[src/rtl/dq_pkg.sv]
`timescale 1ns / 1ps
// Deque package: sizes, payload types, command and status codes, ring index helpers.
// No dependencies; used by the interfaces, dq_ram and double_ended_queue_top.
package dq_pkg;

   localparam int DEPTH    = 64;
   localparam int ITEM_W   = 8;
   localparam int IDX_W    = $clog2(DEPTH);
   localparam int CNT_W    = $clog2(DEPTH + 1);
   localparam int STATUS_W = 2;

   typedef logic [IDX_W-1:0]  idx_type;
   typedef logic [CNT_W-1:0]  cnt_type;
   typedef logic [ITEM_W-1:0] item_type;

   typedef enum logic [1:0] {
      CMD_PUSH_FRONT = 2'd0,
      CMD_PUSH_REAR  = 2'd1,
      CMD_POP_FRONT  = 2'd2,
      CMD_POP_REAR   = 2'd3
   } cmd_type;

   typedef enum logic [STATUS_W-1:0] {
      ST_OK    = 2'd0,
      ST_UNDER = 2'd1,
      ST_OVER  = 2'd2
   } status_type;

   typedef struct packed {
      logic     en;
      logic     we;
      idx_type  addr;
      item_type wdata;
   } ram_req_type;

   function automatic idx_type idx_next(idx_type i);
      return (i == idx_type'(DEPTH - 1)) ? '0 : i + idx_type'(1);
   endfunction

   function automatic idx_type idx_prev(idx_type i);
      return (i == '0) ? idx_type'(DEPTH - 1) : i - idx_type'(1);
   endfunction

endpackage

[src/rtl/dq_if.sv]
`timescale 1ns / 1ps
// Valid/ready channel interfaces for the deque: command words in, result words out.
// Depends on dq_pkg.
interface dq_req_if;
   logic             valid;
   logic             ready;
   dq_pkg::cmd_type  cmd;
   dq_pkg::item_type push_item;

   modport source (output valid, output cmd, output push_item, input ready);
   modport sink   (input valid, input cmd, input push_item, output ready);
endinterface

interface dq_rsp_if;
   logic               valid;
   logic               ready;
   dq_pkg::item_type   popped_item;
   dq_pkg::status_type status;
   dq_pkg::item_type   front_item;
   dq_pkg::item_type   rear_item;
   dq_pkg::cnt_type    item_count;
   logic               is_empty;

   modport source (output valid, output popped_item, output status, output front_item,
                   output rear_item, output item_count, output is_empty, input ready);
   modport sink   (input valid, input popped_item, input status, input front_item,
                   input rear_item, input item_count, input is_empty, output ready);
endinterface

[src/rtl/dq_ram.sv]
`timescale 1ns / 1ps
// Single-port slot memory of the deque ring, one access per cycle, registered read.
// Depends on dq_pkg.
module dq_ram (
   input  logic                 clock,
   input  dq_pkg::ram_req_type  ram_req,
   output dq_pkg::item_type     rd_data
);
   import dq_pkg::*;

   item_type mem [DEPTH];
   item_type rd_data_ff;

   always_ff @(posedge clock) begin
      if (ram_req.en) begin
         if (ram_req.we) begin
            mem[ram_req.addr] <= ram_req.wdata;
         end else begin
            rd_data_ff <= mem[ram_req.addr];
         end
      end
   end

   assign rd_data = rd_data_ff;

endmodule

[src/rtl/double_ended_queue_top.sv]
`timescale 1ns / 1ps
// Deque top level: ring pointers, end-item cache, control and result register.
// Depends on dq_pkg, dq_if (dq_req_if, dq_rsp_if) and dq_ram.
//
//   channel    dir   word
//   req_chan   in    cmd, push_item
//   rsp_chan   out   popped_item, status, front_item, rear_item, item_count, is_empty
//
// Pushes, overflow, underflow and a pop that empties the deque write the result directly.
// A pop that leaves items: S_READ refills the new end item from the slot RAM read.
// One word in flight; the next is taken when idle and the result register is free
// or being drained in that cycle. A stalled result holds the input side.
// Reset clears pointers, count and handshake state; slot contents are not cleared.
module double_ended_queue_top (
   input logic      clock,
   input logic      reset,
   dq_req_if.sink   req_chan,
   dq_rsp_if.source rsp_chan
);
   import dq_pkg::*;

   typedef enum logic [1:0] {
      S_IDLE = 2'b01,
      S_READ = 2'b10
   } state_type;

   state_type   state_ff, state_in;
   idx_type     head_ff, head_in, tail_ff, tail_in;
   cnt_type     count_ff, count_in;
   item_type    front_ff, front_in, rear_ff, rear_in, popped_ff, popped_in;
   logic        read_front_ff, read_front_in;

   logic        rsp_valid_ff, rsp_valid_in;
   item_type    out_popped_ff, out_popped_in;
   status_type  out_status_ff, out_status_in;
   item_type    out_front_ff, out_front_in;
   item_type    out_rear_ff, out_rear_in;
   cnt_type     out_count_ff, out_count_in;
   logic        out_empty_ff, out_empty_in;

   ram_req_type ram_req;
   item_type    ram_rdata;
   logic        rsp_free;
   logic        accept;
   logic        is_full;
   logic        is_zero;

   dq_ram u_ram (
      .clock   (clock),
      .ram_req (ram_req),
      .rd_data (ram_rdata)
   );

   assign rsp_free       = !rsp_valid_ff || rsp_chan.ready;
   assign req_chan.ready = (state_ff == S_IDLE) && rsp_free;
   assign accept         = req_chan.valid && req_chan.ready;
   assign is_full        = (count_ff == cnt_type'(DEPTH));
   assign is_zero        = (count_ff == '0);

   always_comb begin
      state_in      = state_ff;
      head_in       = head_ff;
      tail_in       = tail_ff;
      count_in      = count_ff;
      front_in      = front_ff;
      rear_in       = rear_ff;
      popped_in     = popped_ff;
      read_front_in = read_front_ff;
      rsp_valid_in  = rsp_valid_ff && !rsp_chan.ready;
      out_popped_in = out_popped_ff;
      out_status_in = out_status_ff;
      out_front_in  = out_front_ff;
      out_rear_in   = out_rear_ff;
      out_count_in  = out_count_ff;
      out_empty_in  = out_empty_ff;
      ram_req       = '0;

      unique case (state_ff)
         S_IDLE: begin
            if (accept) begin
               rsp_valid_in  = 1'b1;
               out_popped_in = '0;
               out_status_in = ST_OK;
               out_front_in  = is_zero ? '0 : front_ff;
               out_rear_in   = is_zero ? '0 : rear_ff;
               out_count_in  = count_ff;
               out_empty_in  = is_zero;
               case (req_chan.cmd)
                  CMD_PUSH_FRONT: begin
                     if (is_full) begin
                        out_status_in = ST_OVER;
                     end else begin
                        head_in       = idx_prev(head_ff);
                        ram_req.en    = 1'b1;
                        ram_req.we    = 1'b1;
                        ram_req.addr  = head_in;
                        ram_req.wdata = req_chan.push_item;
                        front_in      = req_chan.push_item;
                        if (is_zero) begin
                           rear_in = req_chan.push_item;
                        end
                        count_in      = count_ff + cnt_type'(1);
                        out_front_in  = req_chan.push_item;
                        out_rear_in   = is_zero ? req_chan.push_item : rear_ff;
                        out_count_in  = count_in;
                        out_empty_in  = 1'b0;
                     end
                  end
                  CMD_PUSH_REAR: begin
                     if (is_full) begin
                        out_status_in = ST_OVER;
                     end else begin
                        tail_in       = idx_next(tail_ff);
                        ram_req.en    = 1'b1;
                        ram_req.we    = 1'b1;
                        ram_req.addr  = tail_ff;
                        ram_req.wdata = req_chan.push_item;
                        rear_in       = req_chan.push_item;
                        if (is_zero) begin
                           front_in = req_chan.push_item;
                        end
                        count_in      = count_ff + cnt_type'(1);
                        out_rear_in   = req_chan.push_item;
                        out_front_in  = is_zero ? req_chan.push_item : front_ff;
                        out_count_in  = count_in;
                        out_empty_in  = 1'b0;
                     end
                  end
                  CMD_POP_FRONT: begin
                     if (is_zero) begin
                        out_status_in = ST_UNDER;
                     end else begin
                        head_in       = idx_next(head_ff);
                        count_in      = count_ff - cnt_type'(1);
                        out_popped_in = front_ff;
                        out_count_in  = count_in;
                        if (count_in == '0) begin
                           out_front_in = '0;
                           out_rear_in  = '0;
                           out_empty_in = 1'b1;
                        end else begin
                           rsp_valid_in  = 1'b0;
                           ram_req.en    = 1'b1;
                           ram_req.addr  = head_in;
                           popped_in     = front_ff;
                           read_front_in = 1'b1;
                           state_in      = S_READ;
                        end
                     end
                  end
                  CMD_POP_REAR: begin
                     if (is_zero) begin
                        out_status_in = ST_UNDER;
                     end else begin
                        tail_in       = idx_prev(tail_ff);
                        count_in      = count_ff - cnt_type'(1);
                        out_popped_in = rear_ff;
                        out_count_in  = count_in;
                        if (count_in == '0) begin
                           out_front_in = '0;
                           out_rear_in  = '0;
                           out_empty_in = 1'b1;
                        end else begin
                           rsp_valid_in  = 1'b0;
                           ram_req.en    = 1'b1;
                           ram_req.addr  = idx_prev(tail_in);
                           popped_in     = rear_ff;
                           read_front_in = 1'b0;
                           state_in      = S_READ;
                        end
                     end
                  end
                  default: begin
                     out_status_in = ST_OK;
                  end
               endcase
            end
         end
         S_READ: begin
            // refill the cached end from the slot read, then show the word
            state_in      = S_IDLE;
            rsp_valid_in  = 1'b1;
            out_popped_in = popped_ff;
            out_status_in = ST_OK;
            out_count_in  = count_ff;
            out_empty_in  = 1'b0;
            if (read_front_ff) begin
               front_in     = ram_rdata;
               out_front_in = ram_rdata;
               out_rear_in  = rear_ff;
            end else begin
               rear_in      = ram_rdata;
               out_rear_in  = ram_rdata;
               out_front_in = front_ff;
            end
         end
         default: begin
            state_in = S_IDLE;
         end
      endcase
   end

   always_ff @(posedge clock) begin
      if (reset) begin
         state_ff     <= S_IDLE;
         head_ff      <= '0;
         tail_ff      <= '0;
         count_ff     <= '0;
         rsp_valid_ff <= 1'b0;
      end else begin
         state_ff     <= state_in;
         head_ff      <= head_in;
         tail_ff      <= tail_in;
         count_ff     <= count_in;
         rsp_valid_ff <= rsp_valid_in;
      end
   end

   always_ff @(posedge clock) begin
      front_ff      <= front_in;
      rear_ff       <= rear_in;
      popped_ff     <= popped_in;
      read_front_ff <= read_front_in;
      out_popped_ff <= out_popped_in;
      out_status_ff <= out_status_in;
      out_front_ff  <= out_front_in;
      out_rear_ff   <= out_rear_in;
      out_count_ff  <= out_count_in;
      out_empty_ff  <= out_empty_in;
   end

   assign rsp_chan.valid       = rsp_valid_ff;
   assign rsp_chan.popped_item = out_popped_ff;
   assign rsp_chan.status      = out_status_ff;
   assign rsp_chan.front_item  = out_front_ff;
   assign rsp_chan.rear_item   = out_rear_ff;
   assign rsp_chan.item_count  = out_count_ff;
   assign rsp_chan.is_empty    = out_empty_ff;

   a_count_bound: assert property (@(posedge clock) disable iff (reset)
      count_ff <= cnt_type'(DEPTH))
      else $error("item count above depth");

   a_read_completes: assert property (@(posedge clock) disable iff (reset)
      (state_ff == S_READ) |=> (state_ff == S_IDLE) && rsp_valid_ff)
      else $error("slot read did not produce a result word");

   a_underflow: assert property (@(posedge clock) disable iff (reset)
      accept && is_zero
      && (req_chan.cmd == CMD_POP_FRONT || req_chan.cmd == CMD_POP_REAR)
      |=> rsp_valid_ff && (out_status_ff == ST_UNDER))
      else $error("pop on empty deque not flagged");

   a_empty_ends: assert property (@(posedge clock) disable iff (reset)
      rsp_valid_ff && out_empty_ff
      |-> (out_front_ff == '0) && (out_rear_ff == '0) && (out_count_ff == '0))
      else $error("empty result carries stale ends");

endmodule

[src/flat_wrapper.sv]
// flat-port wrapper written by rule: the top's interface ports become plain ports
module double_ended_queue_top_flat import dq_pkg::*;
  (clock, reset, req_chan_valid, req_chan_cmd, req_chan_push_item, req_chan_ready, rsp_chan_valid, rsp_chan_popped_item, rsp_chan_status, rsp_chan_front_item, rsp_chan_rear_item, rsp_chan_item_count, rsp_chan_is_empty, rsp_chan_ready);
  dq_req_if req_chan_i ();
  dq_rsp_if rsp_chan_i ();
  input logic clock;
  input logic reset;
  input wire logic [$bits(req_chan_i.valid)-1:0] req_chan_valid;
  input wire logic [$bits(req_chan_i.cmd)-1:0] req_chan_cmd;
  input wire logic [$bits(req_chan_i.push_item)-1:0] req_chan_push_item;
  output wire logic [$bits(req_chan_i.ready)-1:0] req_chan_ready;
  output wire logic [$bits(rsp_chan_i.valid)-1:0] rsp_chan_valid;
  output wire logic [$bits(rsp_chan_i.popped_item)-1:0] rsp_chan_popped_item;
  output wire logic [$bits(rsp_chan_i.status)-1:0] rsp_chan_status;
  output wire logic [$bits(rsp_chan_i.front_item)-1:0] rsp_chan_front_item;
  output wire logic [$bits(rsp_chan_i.rear_item)-1:0] rsp_chan_rear_item;
  output wire logic [$bits(rsp_chan_i.item_count)-1:0] rsp_chan_item_count;
  output wire logic [$bits(rsp_chan_i.is_empty)-1:0] rsp_chan_is_empty;
  input wire logic [$bits(rsp_chan_i.ready)-1:0] rsp_chan_ready;
  assign req_chan_i.valid = req_chan_valid;
  assign req_chan_i.cmd = req_chan_cmd;
  assign req_chan_i.push_item = req_chan_push_item;
  assign req_chan_ready = req_chan_i.ready;
  assign rsp_chan_valid = rsp_chan_i.valid;
  assign rsp_chan_popped_item = rsp_chan_i.popped_item;
  assign rsp_chan_status = rsp_chan_i.status;
  assign rsp_chan_front_item = rsp_chan_i.front_item;
  assign rsp_chan_rear_item = rsp_chan_i.rear_item;
  assign rsp_chan_item_count = rsp_chan_i.item_count;
  assign rsp_chan_is_empty = rsp_chan_i.is_empty;
  assign rsp_chan_i.ready = rsp_chan_ready;
  double_ended_queue_top u_core (.clock(clock), .reset(reset), .req_chan(req_chan_i), .rsp_chan(rsp_chan_i));
endmodule
[config.mk]
export PLATFORM = sky130hd
export DESIGN_NAME = double_ended_queue_top_flat
export DESIGN_NICKNAME = d
export VERILOG_FILES = /design/src/rtl/dq_pkg.sv /design/src/rtl/dq_if.sv /design/src/rtl/dq_ram.sv /design/src/rtl/double_ended_queue_top.sv /design/src/flat_wrapper.sv
export SDC_FILE = /design/constraint.sdc
export NUM_CORES = 1
export LEC_CHECK = 0
export ABC_AREA = 1
export BUFFER_PORTS_ARGS = -buffer_cell sky130_fd_sc_hd__buf_2
export CAP_MARGIN = 20
export CORE_UTILIZATION = 50
export DETAILED_ROUTE_END_ITERATION = 10
export PLACE_DENSITY = 0.66
export SYNTH_ARGS = -nofsm -noshare
export SYNTH_HDL_FRONTEND = slang
export SYNTH_HIERARCHICAL = 1
export SYNTH_SLANG_ARGS = --single-unit
[constraint.sdc]
create_clock -name clock -period 8.7 [get_ports clock]
set_input_delay 1.305 -clock clock [delete_from_list [all_inputs] [get_ports clock]]
set_output_delay 1.305 -clock clock [all_outputs]
set_load 0.02 [all_outputs]
Yosys cells after proc, flatten, opt, wreduce, memory -nomap -nowiden
Memories as Yosys holds them, arrays and structs flattened. A register that Yosys moved wholly into a read port is not among the register bits.
Index checks and enable logic that the tools add are counted.
{ "totals": {"register_bits": 81, "ram_bits": 512, "wordCells": 161, "memories": 1} }
{ "op_classes": {"addsub": 7, "eq_ne": 18, "mux": 89, "bitwise": 4, "n_reduce_logical": 27} }
{ "mem_list": {"columns": ["memory", "depth", "width", "read_ports", "rd_clocked_by_memory_dff", "write_ports", "line", "rtl"], "rows": [
  ["u_core.u_ram.mem", 64, 8, 1, 1, 1, "dq_ram.sv:11", "item_type mem [DEPTH];"]
]} }
{ "ops": {"columns": ["cell", "count"], "rows": [
  ["$mux W8", 26],
  ["$pmux W8 S2", 10],
  ["$mux W6", 13],
  ["$mux W16", 4],
  ["$pmux W8 S3", 2],
  ["$pmux W7 S2", 2],
  ["$pmux W6 S2", 2],
  ["$pmux W6 S4", 1],
  ["$mux W7", 3],
  ["$logic_not A6 Y1", 3],
  ["$sub A6 B1 Y6 const B", 3],
  ["$mux W1", 16],
  ["$reduce_and A5 Y1", 3],
  ["$logic_not A7 Y1", 2],
  ["$add A6 B1 Y6 const B", 2],
  ["$eq A6 B6 Y1 const B", 2],
  ["$ne A2 B2 Y1 const B", 6],
  ["$pmux W1 S2", 5],
  ["$ne A3 B3 Y1 const B", 3],
  ["$pmux W2 S2", 2],
  ["$reduce_bool A2 Y1", 4],
  ["$add A7 B1 Y7 const B", 1],
  ["$eq A7 B7 Y1 const B", 1],
  ["$reduce_and A7 Y1", 1],
  ["14 further kinds", 28]
]} }

Depth between registers and ports, before layout
{ "logic_depth": {"ltp_word": 12, "mapped_depth": 22, "depth_no_buf": 20} }

Cells and area by module
Netlist, hierarchy kept.
{ "modules_own_cells": {"columns": ["mod", "n_inst", "cells_per_inst", "area_per_inst_um2"], "rows": [
  ["dq_ram", 1, 2174, 22155.0],
  ["double_ended_queue_top", 1, 753, 5481.5]
]} }

Worst setup path before layout
Ideal clock, no wire load.
{ "synth_timing": {"path_kind": "in2reg", "from": "input rsp_chan_ready", "to": "memory u_core/u_ram/mem[61][0] (netlist bit) (enable)", "setup_ps": 395, "arrival_time_ps": 3949, "required_time_ps": 8305, "path_slack_ps": 4357, "path_stages": 11, "path_buffers": 1, "cell_sequence": "nor2_1 nor2_1 nand2_1 a21oi_4 o21ai_0 a21oi_1 buf_4 inv_1 nor3_4 nand2_1 nor4_1"} }
{ "synth_rtl": {"columns": ["element", "line", "rtl"], "rows": [
  ["start: declaration", "flat_wrapper.sv:19", "input wire logic [$bits(rsp_chan_i.ready)-1:0] rsp_chan_ready;"],
  ["end: declaration", "dq_ram.sv:11", null]
]} }

==> flow_summary.yaml <==
run_status:
  outcome: "completed"
placement:
  io_buffer_count: 49
  gp_congestion: 0.8974
  place_hpwl_mm: 43.07
  placed_area_sq_um: 28350
  pre_cts_ws_ns: 2.310
setup_path:
  rrSetupSlack_ns: 2.81
  max_stage_delay_ns: 0.91
  crit_buf_inv: 5
  reg2reg_from: "u_core/count_ff[0]"
  required_ns: 8.96
  critical_path_arrival_ns: 6.23
  crit_chain: "buf_2 > inv_1 > nor2_1 > inv_1 > a21oi_1 > nand2_1 > o21ai_0 > nand2_1 > a31oi_4 > buf_4 > buf_4 > nor2_1 > nand2_1 > nor2_1"
  startpoint_type: "input port"
  slowest_stage: "buf_4"
  end_kind: "flip-flop"
  cp_top_family: "buffers and inverters"
  r2r_cells: 13
  criticalPathCategory: "in2reg"
  crit_fanout: 100
  r2r-end: "u_core/u_ram/mem[0][2]"
job:
  max_cap_violations: 0
floorplanning:
  die_x_um: 237.1
  start_util: 0.5095
  ios: 50
  dieArea_sq_um: 56220
  die_h_um: 237.1
  num_rows: 85
  core_sq_um: 54240
cells_and_area:
  utilization: 0.5648
  drive_above_1_share: 0.07448
  area_growth_pct: 10.84
  final_cell_mix: "1556 x nand2_1, 579 x edfxtp_1, 153 x o21ai_0"
  diodes: 0
  final_cell_area_sq_um: 30630
  nets: 2968
  final_common_cell: "nand2_1"
grt:
  antenna_found_initial: 0
  first_global_vias: 19100
  overflow: 0
  grt_max_degree: 101
  grt_use_total: 0.2579
  grt_pass1_wl_mm: 110.9
synthesis:
  synthSimpleGateAreaFrac: 0.2530
  ys_ff_latch: 601
  synth_compound_area_frac: 0.04699
  seq_area_frac_synth: 0.6451
  yosys-top-cells-area: "edfxtp_1 63%, nand2_1 21%, o21ai_0 2.8%"
  avgSynthCellArea_sq_um: 9.442
  synthMuxAreaShare: 0
  synth_xor_xnor_area_share: 0.006293
  netlist_instances: 2927
  netlist_area_sq_um: 27640
  synth_nets: 2953
  yosysTopAreaCellShare: 0.6291
  synth_top_family_by_area: "simple AND/OR/NAND/NOR gates"
  synth-adder-area-share: 0.005433
  yosysWarnings: 6
  synth_cell_type_count: 47
  synth_top_area_cell: "edfxtp_1"
min_path:
  hold_path_end: "u_core/state_ff[0]"
  hp-class: "reg2reg"
  hold_depth: 2
  hp-start: "u_core/state_ff[0]"
sta:
  hold_viol_final: 0
  finalMaxSlewViolations: 0
  setup_ws_ns: 2.732
  tns_ns: 0
  setup_viol: 0
  slew_headroom: 0.2533
  fmax_mhz: 167.6
  finalCritPeriodShare: 0.6860
  fin_hold_ws_ns: 0.4997
  tightest_slew_ns: 1.120
  min_period_ns: 5.968
  skew_ns: 0.03193
  rsz0062_at_grt: "false"
clock_tree:
  clockBufferDepth: 3
  ctsHoldBuffers: 0
  ctsResizeCount: 0
  tritoncts: "done"
  cts-root-buf: "clkbuf_16"
  cts-buffers-inserted: 66
  cts.sinks: 601
  clkLatencyLatePin_ns: 0.60
  cts_setup_buffers: 0
  htree_levels: 3
  path_clk_slew_ns: 0.06
routing:
  wire_per_inst_um: 19.38
  viasPerCell: 5.486
  drc: 0
  antenna_left: 0
  drt-pass1-iter-count: 6
  totalWireLength_mm: 71.51
  vias: 20250
  drt_iter0_markers: 2150
pwr:
  vdd_drop_max_uv: 235.9
  p_sw_frac: 0.3340
  seqPwrFrac: 0.410
  power_frac_comb: 0.259
  internal_power_mw: 5.751
  p_clk_frac: 0.332
  p_leak_nw: 12.80
  p_sw_mw: 2.884
  power_density_nw_per_um2: 281.9
worst reg2reg max path, cell delays in order, from the launching register on:
cell and delay [ns]:
dfxtp_1 0.44, inv_1 0.16, ha_1 0.22, nor3b_2 0.17, nand2_2 0.63, inv_1 0.24
a21oi_2 0.39, nand2_1 0.18, a31oi_4 0.28, buf_4 0.70, buf_4 0.94, nor2_1 0.30
nand2_1 0.59, nor2_1 0.35
area by class of cell:
| type | count | area (sq um) |
|---|---|---|
| well taps | 696 | 870.8 |
| clock inverters | 37 | 445.4 |
| flip-flops and latches | 601 | 17830 |
| repair buffers | 81 | 510.5 |
| multi-input cells | 2068 | 8727 |
| fillers | 4661 | 23610 |
| inverters | 124 | 471.7 |
| clock buffers | 83 | 1779 |
state kept, by name, indices dropped and copies added (netlist names), 2 cells and up:
register / flops
u_core/rsp_chan.rear_item: 8
u_core/tail_ff: 6
u_core/rsp_chan.status: 2
u_core/rsp_chan.popped_item: 8
u_core/front_ff: 8
u_core/state_ff: 2
u_core/rear_ff: 8
u_core/rsp_chan.front_item: 8
u_core/head_ff: 6
u_core/u_ram/mem: 512
u_core/rsp_chan.item_count: 7
u_core/count_ff: 7
u_core/u_ram/rd_data: 8
u_core/popped_ff: 8
power groups by stage:
stage	Clock [mW]	Sequential [mW]	Combinational [mW]
2_1_floorplan	0	3.63	1.49
4_1_cts	2.92	3.54	2.21
6_report	2.86	3.54	2.24
5_1_grt	3.03	3.55	2.48
3_3_place_gp	0	3.59	2.18
3_5_place_dp	0	3.60	2.19
cell usage after synthesis (all sizes together):
| master | n |
|---|---|
| o21a | 9 |
| nand3 | 49 |
| o221ai | 2 |
| dfxtp | 22 |
| nor2 | 152 |
| nor3 | 18 |
| or2 | 7 |
| clkbuf | 43 |
| o22ai | 2 |
| inv | 121 |
| a22oi | 1 |
| nor3b | 1 |
| a211oi | 4 |
| a22o | 1 |
| buf | 91 |
| o31ai | 1 |
| xnor2 | 5 |
| o21ai | 177 |
| nor4 | 1 |
| ha | 12 |
| clkinv | 3 |
| xor2 | 14 |
| a21oi | 32 |
| a31oi | 6 |
| edfxtp | 579 |
| nand3b | 1 |
| o211ai | 6 |
| nand4 | 7 |
| nand2 | 1560 |
how the worst max path moves through the flow:
stage                               start                 endpoint  slack (ns)  cells after the start
after floorplan            rsp_chan_ready  u_core/u_ram/mem[61][0]        4.36                     11
after global placement    req_chan_cmd[1]   u_core/u_ram/mem[0][0]        2.34                     14
after detailed placement  req_chan_cmd[1]   u_core/u_ram/mem[0][2]        2.31                     14
after CTS                 req_chan_cmd[1]  u_core/u_ram/mem[24][5]        2.91                     14
after global routing      req_chan_cmd[1]   u_core/u_ram/mem[0][1]        2.46                     14
final                     req_chan_cmd[1]   u_core/u_ram/mem[0][2]        2.73                     14
through the flow:
step	total power, mW	instances
2_1_floorplan	5.122	2927
3_3_place_gp	5.768	3564
3_5_place_dp	5.790	3566
4_1_cts	8.660	3686
5_1_grt	9.062	3690
6_report	8.636	3690
metal layers:
| metal | track usage | up-vias | share of wire |
|---|---|---|---|
| met5 | 0 | - | 0 |
| met4 | 0.09541 | 0 | 0.031 |
| met3 | 0.04220 | 114 | 0.083 |
| met2 | 0.4106 | 895 | 0.47 |
| met1 | 0.3579 | 9626 | 0.42 |
| li1 | - | 9610 | - |
logic make-up (layout without fill, tap and decap cells):
family | count (synthesis) | after routing
compound gates | 241 | 241
xor+xnor | 19 | 19
fa+ha+maj | 12 | 12
buf+inv | 258 | 325
flops | 601 | 601
simple gates | 1796 | 1796
No activity file was read; power rests on OpenSTA's default activity.
